File: src/ppgf_pkg.sv
// ============================================================================
// ppgf_pkg
// Shared constants, types and helpers of the pulse-oximeter report filter.
// ============================================================================
package ppgf_pkg;

    // Samples filtered per report, limited by the four slots a report holds.
    localparam int SAMPLES_PER_REPORT = 4;
    localparam int SLOT_COUNT         = 4;
    localparam int N_SAMPLES = (SAMPLES_PER_REPORT < SLOT_COUNT) ?
                               SAMPLES_PER_REPORT : SLOT_COUNT;
    localparam int SLOT_W    = $clog2(SLOT_COUNT);

    // Filter fraction bits and the widths that follow from them.
    localparam int FRACTION_BITS = 16;
    localparam int X_W    = FRACTION_BITS;         // normalized sample
    localparam int LP_W   = FRACTION_BITS + 1;     // lowpass state
    localparam int INT_W  = FRACTION_BITS + 6;     // blocker integrator
    localparam int COEF_W = 17;                    // Q1.16 coefficient, up to 1.0
    localparam int MB_W   = INT_W;                 // wide multiplier operand
    localparam int PROD_W = COEF_W + MB_W;
    localparam int AC_W   = 18;                    // Q2.16 result
    localparam int SH_UP  = (FRACTION_BITS >= 16) ? FRACTION_BITS - 16 : 0;
    localparam int SH_DN  = (FRACTION_BITS < 16) ? 16 - FRACTION_BITS : 0;

    localparam logic [COEF_W-1:0] ONE_Q16 = COEF_W'(65536);

    // Report layout.
    localparam logic [4:0] HDR_POS       = 5'd0;
    localparam logic [4:0] LAST_SMP_POS  = 5'd16;
    localparam logic [4:0] TEMP_INT_POS  = 5'd17;
    localparam logic [4:0] TEMP_FRAC_POS = 5'd18;
    localparam logic [4:0] SEQ_POS       = 5'd19;
    localparam logic [4:0] COUNT_MAX     = 5'd31;
    localparam logic [7:0] REPORT_HEADER = 8'h0E;
    localparam int         RAM_AW        = SLOT_W + 2;

    // Byte offsets inside one sample slot.
    localparam logic [1:0] OFS_RED_HI = 2'd0;
    localparam logic [1:0] OFS_RED_LO = 2'd1;
    localparam logic [1:0] OFS_IR_HI  = 2'd2;
    localparam logic [1:0] OFS_IR_LO  = 2'd3;

    // Configuration registers.
    localparam logic       CFG_LOWPASS_KEEP  = 1'b0;
    localparam logic       CFG_DC_BLOCK_POLE = 1'b1;
    localparam logic [15:0] KEEP_RESET = 16'd45875;
    localparam logic [15:0] POLE_RESET = 16'd62259;

    typedef enum logic [3:0] {
        S_IDLE, S_RD0, S_RD1, S_RD2, S_RD3,
        S_LOAD, S_MUL1, S_MUL2, S_MUL3, S_WB, S_EMIT
    } t_state;

    typedef enum logic [2:0] {
        FOP_NONE, FOP_LOAD, FOP_MUL1, FOP_MUL2, FOP_MUL3, FOP_WB
    } t_fop;

    typedef struct packed {
        t_fop             op;
        logic             chan;   // 0 red, 1 infrared
        logic [X_W-1:0]   x;
        logic [15:0]      keep;
        logic [15:0]      pole;
    } t_fctrl;

    typedef struct packed {
        logic       fire;
        logic [7:0] seq;
        logic [7:0] temp_int;
        logic [3:0] temp_frac;
    } t_report;

    // Inverts a raw sample and scales it to FRACTION_BITS fraction bits.
    function automatic logic [X_W-1:0] normalize(input logic [15:0] raw);
        logic [15:0]        v;
        logic [15+SH_UP:0]  up;
        v  = ~raw;
        up = (16 + SH_UP)'(v) << SH_UP;
        if (FRACTION_BITS >= 16) begin
            return X_W'(up);
        end else begin
            return X_W'(v >> SH_DN);
        end
    endfunction

endpackage

File: src/ppgf_capture.sv
// ============================================================================
// ppgf_capture
// Report byte capture: sample bytes to a small RAM, header and temperature
// bytes to registers; flags a valid report on its last, the sequence byte.
// ============================================================================
module ppgf_capture (
    input  logic                          i_clk,
    input  logic                          i_rst_n,
    input  logic                          i_take,
    input  logic [7:0]                    i_byte,
    input  logic                          i_last,
    input  logic [ppgf_pkg::RAM_AW-1:0]   i_rd_addr,
    output logic [7:0]                    o_rd_data,
    output ppgf_pkg::t_report             o_report
);

    logic [7:0] mem [2**ppgf_pkg::RAM_AW];
    logic [4:0] r_count;
    logic [4:0] n_count;
    logic [7:0] r_hdr;
    logic [7:0] r_temp_int;
    logic [3:0] r_temp_frac;
    logic [7:0] r_rd_data;
    logic       wr_en;
    logic [ppgf_pkg::RAM_AW-1:0] wr_addr;

    assign wr_en   = i_take && (r_count != ppgf_pkg::HDR_POS) &&
                     (r_count <= ppgf_pkg::LAST_SMP_POS);
    assign wr_addr = ppgf_pkg::RAM_AW'(r_count - 5'd1);

    always_comb begin
        n_count = r_count;
        if (i_take) begin
            if (i_last) begin
                n_count = '0;
            end else if (r_count != ppgf_pkg::COUNT_MAX) begin
                n_count = r_count + 5'd1;
            end
        end
    end

    always_ff @(posedge i_clk) begin
        if (!i_rst_n) begin
            r_count <= '0;
        end else begin
            r_count <= n_count;
        end
    end

    always_ff @(posedge i_clk) begin
        if (wr_en) begin
            mem[wr_addr] <= i_byte;
        end
        r_rd_data <= mem[i_rd_addr];
    end

    always_ff @(posedge i_clk) begin
        if (i_take) begin
            if (r_count == ppgf_pkg::HDR_POS) begin
                r_hdr <= i_byte;
            end
            if (r_count == ppgf_pkg::TEMP_INT_POS) begin
                r_temp_int <= i_byte;
            end
            if (r_count == ppgf_pkg::TEMP_FRAC_POS) begin
                r_temp_frac <= i_byte[3:0];
            end
        end
    end

    assign o_rd_data = r_rd_data;

    // A report counts only if its last byte is the twentieth and the header fits.
    assign o_report.fire      = i_take && i_last && (r_count == ppgf_pkg::SEQ_POS) &&
                                (r_hdr == ppgf_pkg::REPORT_HEADER);
    assign o_report.seq       = i_byte;
    assign o_report.temp_int  = r_temp_int;
    assign o_report.temp_frac = r_temp_frac;

endmodule

File: src/ppgf_filter.sv
// ============================================================================
// ppgf_filter
// Shared lowpass and DC-blocker datapath; per-channel filter state lives in
// a two-entry RAM that is read, updated and written back per sample.
// ============================================================================
module ppgf_filter (
    input  logic                                i_clk,
    input  logic                                i_rst_n,
    input  ppgf_pkg::t_fctrl                    i_ctrl,
    output logic signed [ppgf_pkg::AC_W-1:0]    o_red_ac,
    output logic signed [ppgf_pkg::AC_W-1:0]    o_ir_ac
);

    localparam int ST_W = ppgf_pkg::LP_W + ppgf_pkg::INT_W;
    localparam int QW   = ppgf_pkg::INT_W + 1 + ppgf_pkg::SH_DN;
    localparam logic signed [QW-1:0] AC_MAX = QW'((1 <<< (ppgf_pkg::AC_W - 1)) - 1);
    localparam logic signed [QW-1:0] AC_MIN = -QW'(1 <<< (ppgf_pkg::AC_W - 1));
    localparam logic [ppgf_pkg::PROD_W:0] HALF = (ppgf_pkg::PROD_W + 1)'(32768);

    logic [ST_W-1:0]                  mem [2];
    logic [1:0]                       r_vld;
    logic [ST_W-1:0]                  r_rd_data;
    logic                             r_rd_vld;
    logic [ppgf_pkg::LP_W-1:0]        lp_cur;
    logic [ppgf_pkg::INT_W-1:0]       int_cur;
    logic [ppgf_pkg::COEF_W-1:0]      mul_a;
    logic [ppgf_pkg::MB_W-1:0]        mul_b;
    logic [ppgf_pkg::PROD_W-1:0]      r_prod;
    logic [ppgf_pkg::PROD_W-1:0]      r_acc;
    logic [ppgf_pkg::LP_W-1:0]        r_y;
    logic [ppgf_pkg::PROD_W:0]        lp_sum;
    logic [ppgf_pkg::PROD_W:0]        dc_sum;
    logic [ppgf_pkg::INT_W:0]         f_sum;
    logic [ppgf_pkg::INT_W-1:0]       f_sat;
    logic signed [ppgf_pkg::INT_W+1:0] diff;
    logic signed [QW-1:0]             q;
    logic signed [ppgf_pkg::AC_W-1:0] ac;
    logic signed [ppgf_pkg::AC_W-1:0] r_red_ac;
    logic signed [ppgf_pkg::AC_W-1:0] r_ir_ac;

    // An entry never written since reset reads as zero state.
    assign lp_cur  = r_rd_vld ? r_rd_data[ST_W-1:ppgf_pkg::INT_W] : '0;
    assign int_cur = r_rd_vld ? r_rd_data[ppgf_pkg::INT_W-1:0] : '0;

    always_comb begin
        mul_a = '0;
        mul_b = '0;
        case (i_ctrl.op)
            ppgf_pkg::FOP_MUL1: begin
                mul_a = ppgf_pkg::COEF_W'(i_ctrl.keep);
                mul_b = ppgf_pkg::MB_W'(lp_cur);
            end
            ppgf_pkg::FOP_MUL2: begin
                mul_a = ppgf_pkg::ONE_Q16 - ppgf_pkg::COEF_W'(i_ctrl.keep);
                mul_b = ppgf_pkg::MB_W'(i_ctrl.x);
            end
            ppgf_pkg::FOP_MUL3: begin
                mul_a = ppgf_pkg::COEF_W'(i_ctrl.pole);
                mul_b = int_cur;
            end
            default: begin
                mul_a = '0;
                mul_b = '0;
            end
        endcase
    end

    always_comb begin
        lp_sum = (ppgf_pkg::PROD_W + 1)'(r_acc) + (ppgf_pkg::PROD_W + 1)'(r_prod) + HALF;
        dc_sum = (ppgf_pkg::PROD_W + 1)'(r_prod) + HALF;
        f_sum  = (ppgf_pkg::INT_W + 1)'(r_y) +
                 (ppgf_pkg::INT_W + 1)'(dc_sum[ppgf_pkg::PROD_W:16]);
        f_sat  = f_sum[ppgf_pkg::INT_W] ? '1 : f_sum[ppgf_pkg::INT_W-1:0];
        diff   = $signed({2'b00, f_sat}) - $signed({2'b00, int_cur});
        // Back to Q2.16, flooring on the way down.
        if (ppgf_pkg::FRACTION_BITS >= 16) begin
            q = QW'(diff) >>> ppgf_pkg::SH_UP;
        end else begin
            q = QW'(diff) <<< ppgf_pkg::SH_DN;
        end
        if (q > AC_MAX) begin
            ac = ppgf_pkg::AC_W'(AC_MAX);
        end else if (q < AC_MIN) begin
            ac = ppgf_pkg::AC_W'(AC_MIN);
        end else begin
            ac = ppgf_pkg::AC_W'(q);
        end
    end

    always_ff @(posedge i_clk) begin
        if (i_ctrl.op == ppgf_pkg::FOP_WB) begin
            mem[i_ctrl.chan] <= {r_y, f_sat};
        end
        if (i_ctrl.op == ppgf_pkg::FOP_LOAD) begin
            r_rd_data <= mem[i_ctrl.chan];
        end
    end

    always_ff @(posedge i_clk) begin
        if (!i_rst_n) begin
            r_vld    <= '0;
            r_rd_vld <= 1'b0;
        end else begin
            if (i_ctrl.op == ppgf_pkg::FOP_WB) begin
                r_vld[i_ctrl.chan] <= 1'b1;
            end
            if (i_ctrl.op == ppgf_pkg::FOP_LOAD) begin
                r_rd_vld <= r_vld[i_ctrl.chan];
            end
        end
    end

    always_ff @(posedge i_clk) begin
        r_prod <= mul_a * mul_b;
        if (i_ctrl.op == ppgf_pkg::FOP_MUL2) begin
            r_acc <= r_prod;
        end
        if (i_ctrl.op == ppgf_pkg::FOP_MUL3) begin
            r_y <= lp_sum[ppgf_pkg::LP_W+15:16];
        end
        if (i_ctrl.op == ppgf_pkg::FOP_WB) begin
            if (i_ctrl.chan) begin
                r_ir_ac <= ac;
            end else begin
                r_red_ac <= ac;
            end
        end
    end

    assign o_red_ac = r_red_ac;
    assign o_ir_ac  = r_ir_ac;

endmodule

File: src/ppg_report_filter.sv
// ============================================================================
// ppg_report_filter
// Pulse-oximeter report filter: checks reports, tracks sequence numbers and
// runs each red/infrared sample through a lowpass and a DC blocker.
// ============================================================================
//
//  Channel  Direction  Word contents
//  s_*      in         tdata: report byte; tlast: last byte of the report
//  m_*      out        tdata: red_ac, ir_ac, temp, index; tuser: packet lost;
//                      tlast: final sample of the report
//  i_cfg_*  in         plain register write, index 0 keep, 1 pole
//
// A report byte is taken whenever the sequencer is idle. The final byte of
// an accepted report starts the sequencer, which for each sample reads its
// four bytes from the report RAM in states RD0 to RD3, then runs each
// channel through the shared filter multiplier in LOAD, MUL1, MUL2, MUL3
// and WB and loads the output register in EMIT; input stays stalled until
// the last result is in the output register. A stalled output only holds
// the sequencer in its emit state. Reset is synchronous and active low;
// filter state reads as zero until first written, no clearing pass runs.
//
module ppg_report_filter (
    input  logic        i_clk,
    input  logic        i_rst_n,
    // Report input.
    input  logic        s_tvalid,
    output logic        s_tready,
    input  logic [7:0]  s_tdata,   // [7:0] in_byte
    input  logic        s_tlast,
    // Result output.
    output logic        m_tvalid,
    input  logic        m_tready,
    output logic [87:0] m_tdata,   // [17:0] red_ac, [35:18] ir_ac,
                                   // [48:36] temp_sixteenths, [80:49] sample_index,
                                   // [87:81] zero
    output logic        m_tuser,   // [0] packet_lost
    output logic        m_tlast,
    // Configuration.
    input  logic        i_cfg_we,
    input  logic        i_cfg_idx,
    input  logic [15:0] i_cfg_data
);

    ppgf_pkg::t_state r_state;
    ppgf_pkg::t_state n_state;

    ppgf_pkg::t_report             rep;
    ppgf_pkg::t_fctrl              fctrl;
    logic                          take;
    logic [ppgf_pkg::RAM_AW-1:0]   rd_addr;
    logic [7:0]                    rd_data;
    logic signed [ppgf_pkg::AC_W-1:0] red_ac;
    logic signed [ppgf_pkg::AC_W-1:0] ir_ac;

    logic [15:0]                   r_keep;
    logic [15:0]                   r_pole;
    logic [ppgf_pkg::SLOT_W-1:0]   r_slot;
    logic                          r_chan;
    logic                          r_seen;
    logic [7:0]                    r_exp_seq;
    logic                          r_lost;
    logic signed [12:0]            r_temp;
    logic [15:0]                   r_red_raw;
    logic [15:0]                   r_ir_raw;
    logic [31:0]                   r_sample_cnt;

    logic                          r_out_valid;
    logic signed [ppgf_pkg::AC_W-1:0] r_out_red;
    logic signed [ppgf_pkg::AC_W-1:0] r_out_ir;
    logic signed [12:0]            r_out_temp;
    logic [31:0]                   r_out_idx;
    logic                          r_out_lost;
    logic                          r_out_last;

    logic                          out_load;
    logic                          last_slot;
    logic [7:0]                    exp_now;
    logic signed [12:0]            temp_now;

    assign s_tready  = (r_state == ppgf_pkg::S_IDLE);
    assign take      = s_tvalid && s_tready;
    assign out_load  = (r_state == ppgf_pkg::S_EMIT) && (!r_out_valid || m_tready);
    assign last_slot = (r_slot == ppgf_pkg::SLOT_W'(ppgf_pkg::N_SAMPLES - 1));

    ppgf_capture u_capture (
        .i_clk     (i_clk),
        .i_rst_n   (i_rst_n),
        .i_take    (take),
        .i_byte    (s_tdata),
        .i_last    (s_tlast),
        .i_rd_addr (rd_addr),
        .o_rd_data (rd_data),
        .o_report  (rep)
    );

    ppgf_filter u_filter (
        .i_clk    (i_clk),
        .i_rst_n  (i_rst_n),
        .i_ctrl   (fctrl),
        .o_red_ac (red_ac),
        .o_ir_ac  (ir_ac)
    );

    // Sequencer: next state.
    always_comb begin
        n_state = r_state;
        case (r_state)
            ppgf_pkg::S_IDLE: begin
                if (rep.fire) begin
                    n_state = ppgf_pkg::S_RD0;
                end
            end
            ppgf_pkg::S_RD0:  n_state = ppgf_pkg::S_RD1;
            ppgf_pkg::S_RD1:  n_state = ppgf_pkg::S_RD2;
            ppgf_pkg::S_RD2:  n_state = ppgf_pkg::S_RD3;
            ppgf_pkg::S_RD3:  n_state = ppgf_pkg::S_LOAD;
            ppgf_pkg::S_LOAD: n_state = ppgf_pkg::S_MUL1;
            ppgf_pkg::S_MUL1: n_state = ppgf_pkg::S_MUL2;
            ppgf_pkg::S_MUL2: n_state = ppgf_pkg::S_MUL3;
            ppgf_pkg::S_MUL3: n_state = ppgf_pkg::S_WB;
            ppgf_pkg::S_WB: begin
                n_state = r_chan ? ppgf_pkg::S_EMIT : ppgf_pkg::S_LOAD;
            end
            ppgf_pkg::S_EMIT: begin
                if (out_load) begin
                    n_state = last_slot ? ppgf_pkg::S_IDLE : ppgf_pkg::S_RD0;
                end
            end
            default: n_state = ppgf_pkg::S_IDLE;
        endcase
    end

    // Sequencer: RAM addresses and filter commands.
    always_comb begin
        rd_addr    = {r_slot, ppgf_pkg::OFS_RED_HI};
        fctrl.op   = ppgf_pkg::FOP_NONE;
        fctrl.chan = r_chan;
        fctrl.x    = r_chan ? ppgf_pkg::normalize(r_ir_raw) :
                              ppgf_pkg::normalize(r_red_raw);
        fctrl.keep = r_keep;
        fctrl.pole = r_pole;
        case (r_state)
            ppgf_pkg::S_RD0:  rd_addr  = {r_slot, ppgf_pkg::OFS_RED_HI};
            ppgf_pkg::S_RD1:  rd_addr  = {r_slot, ppgf_pkg::OFS_RED_LO};
            ppgf_pkg::S_RD2:  rd_addr  = {r_slot, ppgf_pkg::OFS_IR_HI};
            ppgf_pkg::S_RD3:  rd_addr  = {r_slot, ppgf_pkg::OFS_IR_LO};
            ppgf_pkg::S_LOAD: fctrl.op = ppgf_pkg::FOP_LOAD;
            ppgf_pkg::S_MUL1: fctrl.op = ppgf_pkg::FOP_MUL1;
            ppgf_pkg::S_MUL2: fctrl.op = ppgf_pkg::FOP_MUL2;
            ppgf_pkg::S_MUL3: fctrl.op = ppgf_pkg::FOP_MUL3;
            ppgf_pkg::S_WB:   fctrl.op = ppgf_pkg::FOP_WB;
            default:          fctrl.op = ppgf_pkg::FOP_NONE;
        endcase
    end

    always_ff @(posedge i_clk) begin
        if (!i_rst_n) begin
            r_state <= ppgf_pkg::S_IDLE;
        end else begin
            r_state <= n_state;
        end
    end

    // Configuration registers.
    always_ff @(posedge i_clk) begin
        if (!i_rst_n) begin
            r_keep <= ppgf_pkg::KEEP_RESET;
            r_pole <= ppgf_pkg::POLE_RESET;
        end else if (i_cfg_we) begin
            if (i_cfg_idx == ppgf_pkg::CFG_LOWPASS_KEEP) begin
                r_keep <= i_cfg_data;
            end
            if (i_cfg_idx == ppgf_pkg::CFG_DC_BLOCK_POLE) begin
                r_pole <= i_cfg_data;
            end
        end
    end

    // The first accepted report seeds the expected sequence number.
    assign exp_now  = r_seen ? r_exp_seq : rep.seq;
    assign temp_now = $signed({rep.temp_int[7], rep.temp_int, 4'b0000}) -
                      $signed({9'd0, rep.temp_frac});

    always_ff @(posedge i_clk) begin
        if (!i_rst_n) begin
            r_seen       <= 1'b0;
            r_exp_seq    <= '0;
            r_sample_cnt <= '0;
            r_slot       <= '0;
            r_chan       <= 1'b0;
        end else begin
            if (rep.fire) begin
                r_seen    <= 1'b1;
                r_exp_seq <= rep.seq + 8'd1;
                r_slot    <= '0;
            end
            if (r_state == ppgf_pkg::S_RD0) begin
                r_chan <= 1'b0;
            end else if ((r_state == ppgf_pkg::S_WB) && !r_chan) begin
                r_chan <= 1'b1;
            end
            if (out_load) begin
                r_sample_cnt <= r_sample_cnt + 32'd1;
                r_slot       <= r_slot + ppgf_pkg::SLOT_W'(1);
            end
        end
    end

    // Report fields and the raw sample bytes, one byte a cycle from the RAM.
    always_ff @(posedge i_clk) begin
        if (rep.fire) begin
            r_lost <= (exp_now != rep.seq);
            r_temp <= temp_now;
        end
        case (r_state)
            ppgf_pkg::S_RD1: r_red_raw[15:8] <= rd_data;
            ppgf_pkg::S_RD2: r_red_raw[7:0]  <= rd_data;
            ppgf_pkg::S_RD3: r_ir_raw[15:8]  <= rd_data;
            ppgf_pkg::S_LOAD: begin
                if (!r_chan) begin
                    r_ir_raw[7:0] <= rd_data;
                end
            end
            default: begin
            end
        endcase
    end

    // Output register: the next report can come in while a result waits.
    always_ff @(posedge i_clk) begin
        if (!i_rst_n) begin
            r_out_valid <= 1'b0;
        end else if (out_load) begin
            r_out_valid <= 1'b1;
        end else if (m_tready) begin
            r_out_valid <= 1'b0;
        end
    end

    always_ff @(posedge i_clk) begin
        if (out_load) begin
            r_out_red  <= red_ac;
            r_out_ir   <= ir_ac;
            r_out_temp <= r_temp;
            r_out_idx  <= r_sample_cnt;
            r_out_lost <= r_lost;
            r_out_last <= last_slot;
        end
    end

    assign m_tvalid = r_out_valid;
    assign m_tdata  = {7'd0, r_out_idx, r_out_temp, r_out_ir, r_out_red};
    assign m_tuser  = r_out_lost;
    assign m_tlast  = r_out_last;

`ifndef NO_ASSERTIONS
    // An accepted report always starts the sample sequence.
    a_fire_starts : assert property (@(posedge i_clk) disable iff (!i_rst_n)
        rep.fire |=> (r_state == ppgf_pkg::S_RD0))
        else $error("accepted report did not start the sequencer");

    // The last sample of a report returns the sequencer to idle.
    a_last_idle : assert property (@(posedge i_clk) disable iff (!i_rst_n)
        (out_load && last_slot) |=> (r_state == ppgf_pkg::S_IDLE) && m_tlast)
        else $error("sequencer did not finish after the last sample");

    // The sample index advances once per loaded result and never otherwise.
    a_index_step : assert property (@(posedge i_clk) disable iff (!i_rst_n)
        out_load |=> (r_sample_cnt == $past(r_sample_cnt) + 32'd1) &&
                     (r_out_idx == $past(r_sample_cnt)))
        else $error("sample index out of step with results");

    // No report byte is taken while the sequencer works on a report.
    a_no_take_busy : assert property (@(posedge i_clk) disable iff (!i_rst_n)
        (r_state != ppgf_pkg::S_IDLE) |-> !take && !rep.fire)
        else $error("report byte taken while busy");
`endif

endmodule

File: config.mk
export PLATFORM = sky130hd
export DESIGN_NAME = ppg_report_filter
export DESIGN_NICKNAME = d
export VERILOG_FILES = /design/src/ppgf_pkg.sv /design/src/ppgf_capture.sv /design/src/ppgf_filter.sv /design/src/ppg_report_filter.sv
export SDC_FILE = /design/constraint.sdc
export NUM_CORES = 2
export LEC_CHECK = 0
export BUFFER_PORTS_ARGS = -buffer_cell sky130_fd_sc_hd__buf_2
export CAP_MARGIN = 20
export CELL_PAD_IN_SITES_DETAIL_PLACEMENT = 2
export CELL_PAD_IN_SITES_GLOBAL_PLACEMENT = 2
export CORE_ASPECT_RATIO = 0.8
export CORE_MARGIN = 2
export CORE_UTILIZATION = 48
export CTS_BUF_LIST = sky130_fd_sc_hd__clkbuf_8
export CTS_CLUSTER_SIZE = 24
export DETAILED_ROUTE_END_ITERATION = 10
export GPL_ROUTABILITY_DRIVEN = 1
export MAX_ROUTING_LAYER = met4
export PLACE_DENSITY = 0.87
export SYNTH_ARGS = -nofsm -noshare
export SYNTH_HDL_FRONTEND = slang
export SYNTH_HIERARCHICAL = 1
export SYNTH_SLANG_ARGS = --single-unit
File: constraint.sdc
create_clock -name i_clk -period 26 [get_ports i_clk]
set_clock_uncertainty 0.1 [all_clocks]
set_input_delay 6.5 -clock i_clk [delete_from_list [all_inputs] [get_ports i_clk]]
set_output_delay 6.5 -clock i_clk [all_outputs]
set_load 0.03 [all_outputs]
# [Yosys cells after proc, flatten, opt, wreduce, memory -nomap -nowiden]
# Memory sizes are Yosys's and may differ from the RTL's. A register that Yosys moved wholly into a read port is not among the register bits.
# Index checks and enable logic that the tools add are counted.
[classes] n_mux=30 n_reduce_logical=29 magnitude_cmp=5 eq_ne=24 addsub=12 bitwise=6 mul=1
[ops] op="22-bit one-hot mux with 3 select lines" count=1
[ops] op="17-bit one-hot mux with 3 select lines" count=1
[ops] op="22-bit 2-to-1 mux" count=2
[ops] op="4-bit one-hot mux with 11 select lines" count=1
[ops] op="39-bit by 16-bit adder with 39-bit output (second input constant)" count=1
[ops] op="17-bit by 22-bit multiplier with 39-bit output" count=1
[ops] op="18-bit 2-to-1 mux" count=2
[ops] op="33-bit by 16-bit adder with 33-bit output (second input constant)" count=1
[ops] op="33-bit adder" count=1
[ops] op="32-bit by 1-bit adder with 32-bit output (second input constant)" count=1
[ops] op="16-bit NOT" count=2
[ops] op="17-bit by 23-bit adder with 23-bit output" count=1
[ops] op="23-bit by 18-bit greater-than comparator with 1-bit output (second input constant)" count=1
[ops] op="23-bit by 18-bit less-than comparator with 1-bit output (second input constant)" count=1
[ops] op="22-bit by 22-bit subtractor with 23-bit output" count=1
[ops] op="2-bit AND reduction" count=10
[ops] op="17-bit 2-to-1 mux" count=1
[ops] op="17-bit by 16-bit subtractor with 17-bit output (first input constant)" count=1
[ops] op="4-bit by 3-bit equality test with 1-bit output (second input constant)" count=4
[ops] op="16-bit 2-to-1 mux" count=1
[ops] op="5-bit equality test (second input constant)" count=3
[ops] op="3-bit one-hot mux with 5 select lines" count=1
[ops] op="12-bit by 5-bit subtractor with 13-bit output" count=1
[ops] op="4-bit equality test (second input constant)" count=3
[ops] op="35 further kinds" count=64
[word_totals] ff_bits=363 ram_bits=206 elab_cells=141 memories=2 out_inout_bits=92
[memory_table] name="u_capture.mem" words=16 word_bits=8 read_ports=1 rd_clocked_by_memory_dff=1 write_ports=1 line="ppgf_capture.sv:17" source="logic [7:0] mem [2**ppgf_pkg::RAM_AW];"
[memory_table] name="u_filter.mem" words=2 word_bits=39 read_ports=1 rd_clocked_by_memory_dff=1 write_ports=1 line="ppgf_filter.sv:20" source="logic [ST_W-1:0] mem [2];"

# [Logic depth before layout (Yosys ltp)]
[logic_depth] word_depth=7 depth_mapped=34 mapped_depth_nobuf=31

# [Hierarchy]
# Netlist, hierarchy kept.
[by_module_without_submodules] mod="ppgf_filter" instances=1 cells_each=2462 area_each_um2=24537.3 seq_area_each_um2=6936.7
[by_module_without_submodules] mod="ppg_report_filter" instances=1 cells_each=632 area_each_um2=7938.9 seq_area_each_um2=5495.3
[by_module_without_submodules] mod="ppgf_capture" instances=1 cells_each=315 area_each_um2=6267.3 seq_area_each_um2=4704.5

# [Worst setup path before layout]
# Ideal clock, no wire load.
[synth_path] path_type="input to register" startpoint="input m_tready" endpoint="register r_out_last (netlist: m_tlast), enable pin" path_slack_ps=16989 path_buffers=0 required_time_ps=25461 arrival_time_ps=8471 stages=3 path_cell_list="nand2b_1 nand2_1 inv_1"
[synth_via] elab_chain_len=2
[synth_rtl] element="start, declared" line="ppg_report_filter.sv:32" source="input logic m_tready,"
[synth_rtl] element="1-bit logical OR" line="ppg_report_filter.sv:82" source="assign out_load = (r_state == ppgf_pkg::S_EMIT) && (!r_out_valid || m_tready);"
[synth_rtl] element="1-bit logical AND" line="ppg_report_filter.sv:82"
[synth_rtl] element="named net out_load" line="ppg_report_filter.sv:75" source="logic out_load;"
[synth_rtl] element="end signal, assigned" line="ppg_report_filter.sv:247" source="r_out_last <= last_slot;"
[synth_rtl] element="end, declared" line="ppg_report_filter.sv:73" source="logic r_out_last;"
# The timed path passes the listed nets, and every way through them passes these cells.
# A chain may end at the register's enable or synchronous reset.

==> results.yml <==
cts:
  cts_made_buffers: 99
  clockBufferDepth: 3
  root_buffer: "clkbuf_8"
  numClockSinks: 616
  cts_tree: "yes"
  clk_pin_slew_ns: 0.08
  cts_hold_buf: 0
  clk_latency_ns: 0.79
  htreeDepth: 3
  cts_setup_buffers: 0
  cts-resized-gates: 0
timing:
  setup_viol: 0
  drv_slew: 5
  hold_viol_final: 0
  final.min_clock_period_ns: 11.85
  rsz0062_at_grt: "false"
  finalCritPeriodShare_pct: 45.6
  worstMarginPinSlew_ns: 1.56
  maxSlewHeadroom_pct: -4.23
  finalSetupTns_ns: 0
  max_freq_mhz: 84.4
  whs_ns: 0.322
detailed_routing:
  drt_iter0_markers: 3316
  drc: 0
  drt_pass1_iterations: 5
  avgViaCountPerCell: 6.50
  avgRoutedWirePerCell_um: 35.0
  routed_wl_um: 163000
  num_vias: 30400
  ant_nets: 0
critical_path:
  slowest_delay_ns: 0.98
  crit_path_end_kind: "flip-flop"
  crit_required_ns: 26.53
  path_class: "reg2reg"
  cpMostUsedCell: "fa_1"
  critPathSlowestCell: "a221oi_1"
  crit_fanout: 21
  start_kind: "flip-flop"
  cp.arrival_ns: 12.38
synthesis:
  synth_fa_ha_area_share_pct: 22.9
  syn_area_um2: 38700
  synth_most_common_cell: "edfxtp_1"
  synth_xor_area_share_pct: 3.18
  yosysTopAreaCellShare_pct: 37.2
  yosysTopAreaCell: "edfxtp_1"
  synth_edf_count: 480
  ys_seq_area_share_pct: 44.2
  avgSynthCellArea_um2: 11.4
  ys.flop_type: "edfxtp_1"
  ys_seq_elements: 616
  synth_area_leaders: "edfxtp_1 (37%), fa_1 (16%), ha_1 (7.3%)"
  syn_inst: 3409
  synth_top_family_by_area: "adder cells"
  yosysWarnings: 6
  netlist_top_cells_count: "edfxtp_1 (480), nand2_1 (470), inv_1 (408)"
  synthSimpleGateAreaFrac_pct: 12.0
  synth_compound_area_share_pct: 8.15
  async_flop_share_pct: 0
  synthDistinctLibCells: 95
  synth.area.mux_share_pct: 3.91
min_path:
  hp-class: "reg2reg"
floorplan:
  core-area_um2: 80200
  initial_utilization_pct: 48.3
  rows: 93
  dieArea_um2: 83000
  num_io_pins: 123
  die_h_um: 258
  fp.dieW_um: 322
global_routing:
  grt_antenna_before_repair: 5
  grt_pass1_vias: 34200
  grt_max_degree: 66
  overflow: 0
  grt_pass1_wl_um: 238000
  track_usage_pct: 40.4
run:
  drv_cap: 0
status:
  violations: "slew limit"
  status: "complete, but fails checks"
placement:
  gp_congestion: 0.912
  dp_hpwl_um: 104000
  dpl.cell_count: 4475
  numPortBuffers: 115
pwr:
  power_density_nw_per_um2: 50.2
  p_leak_nw: 17.6
  ir_drop_uv: 52.5
  total_power_mw: 2.13
finish:
  final_layout_size_suffix_gt1_share_pct: 11.1
  n_fill_cell: 7648
  final_cells: 4673
  nets: 4095
  area_growth_pct: 9.76
[report_power, final]
| group | switching [mW] | internal (mW) |
|---|---|---|
| clock | 0.478 | 0.473 |
| combinational | 0.0736 | 0.0324 |
| sequential | 0.0131 | 1.06 |
| total | 0.564 | 1.57 |
[worst max-delay path, delay by kind of cell (launching register included)]
family	cells	cell delay, ns
AOI/OAI and AO/OA	10	4.35
buffers and inverters	4	1.28
adders and majority gates	7	3.23
DFF	1	0.72
and+or+nand+nor	6	1.97
[layer usage]
layer / track usage, % / share of wire, % / vias up
met4: 21.4 / 6.3 / 0
met3: 7.62 / 7.8 / 673
met2: 66.6 / 49 / 1934
li1: - / - / 11900
met1: 46.8 / 37 / 15800
met5: - / 0 / -
[placed cells by master (no fill, tap or decap), drive strengths merged, types with 29 or more instances in the layout]
cell and count:
clkbuf 117, o21ai 96, nor3 30, a21oi 110, buf 161, a21o 35
mux2i 29, xor2 68, edfxtp 480, nor2 200, nand2b 34, nand2 470
xnor2 72, ha 226, nand3 69, inv 457, and2 57, fa 301
mux4 32, mux2 40, dfxtp 136
[worst paths after layout]
check             slack [ns]            startpoint             endpoint  depth (start not counted)
setup / recovery       14.15            r_state[3]  u_filter/r_prod[38]                         27
hold / removal          0.32  u_filter/o_red_ac[3]         r_out_red[3]                          0
setup reg to reg       14.15            r_state[3]  u_filter/r_prod[38]                         27
hold reg to reg         0.32  u_filter/o_red_ac[3]         r_out_red[3]                          0
[cell families after synthesis]
group	after synthesis
compound gates	458
xor+xnor	140
fa+ha+maj	527
buf+inv	554
flops	616
mux	101
other cells	3
simple gates	1010
[per-stage QoR]
stage | util (%) | setup slack (ns) | area (um2)
after global routing | 53.0 | 13.82 | 42500
final | 53.0 | 14.15 | 42500
after detailed placement | 50.3 | 15.25 | 40300
after global placement | 50.3 | 16.12 | 40300
after floorplan | - | 16.99 | 38800
after CTS | 52.9 | 14.55 | 42400
[final cells by class]
type / instances / area (um2) / area share, %
Antenna cell: 5 / 12.5 / 0.0294
Clock buffer: 116 / 1600 / 3.75
Clock inverter: 71 / 508 / 1.19
Inverter: 409 / 1540 / 3.61
Multi-Input combinational cell: 2249 / 19500 / 45.8
Sequential cell: 616 / 17100 / 40.3
Tap cell: 1045 / 1310 / 3.07
Timing Repair Buffer: 162 / 951 / 2.24
[registers in the layout, indices dropped and copies added, names as in the netlist, 17 cells and up]
signal,flops
u_filter/r_rd_data,39
u_filter/r_y,17
r_out_red,18
u_filter/r_acc,33
r_sample_cnt,32
u_filter/r_prod,39
u_filter/o_ir_ac,18
u_capture/mem,128
u_filter/o_red_ac,18
r_out_idx,32
r_out_ir,18
u_filter/mem,78
Power figures use the tool's default switching activity.
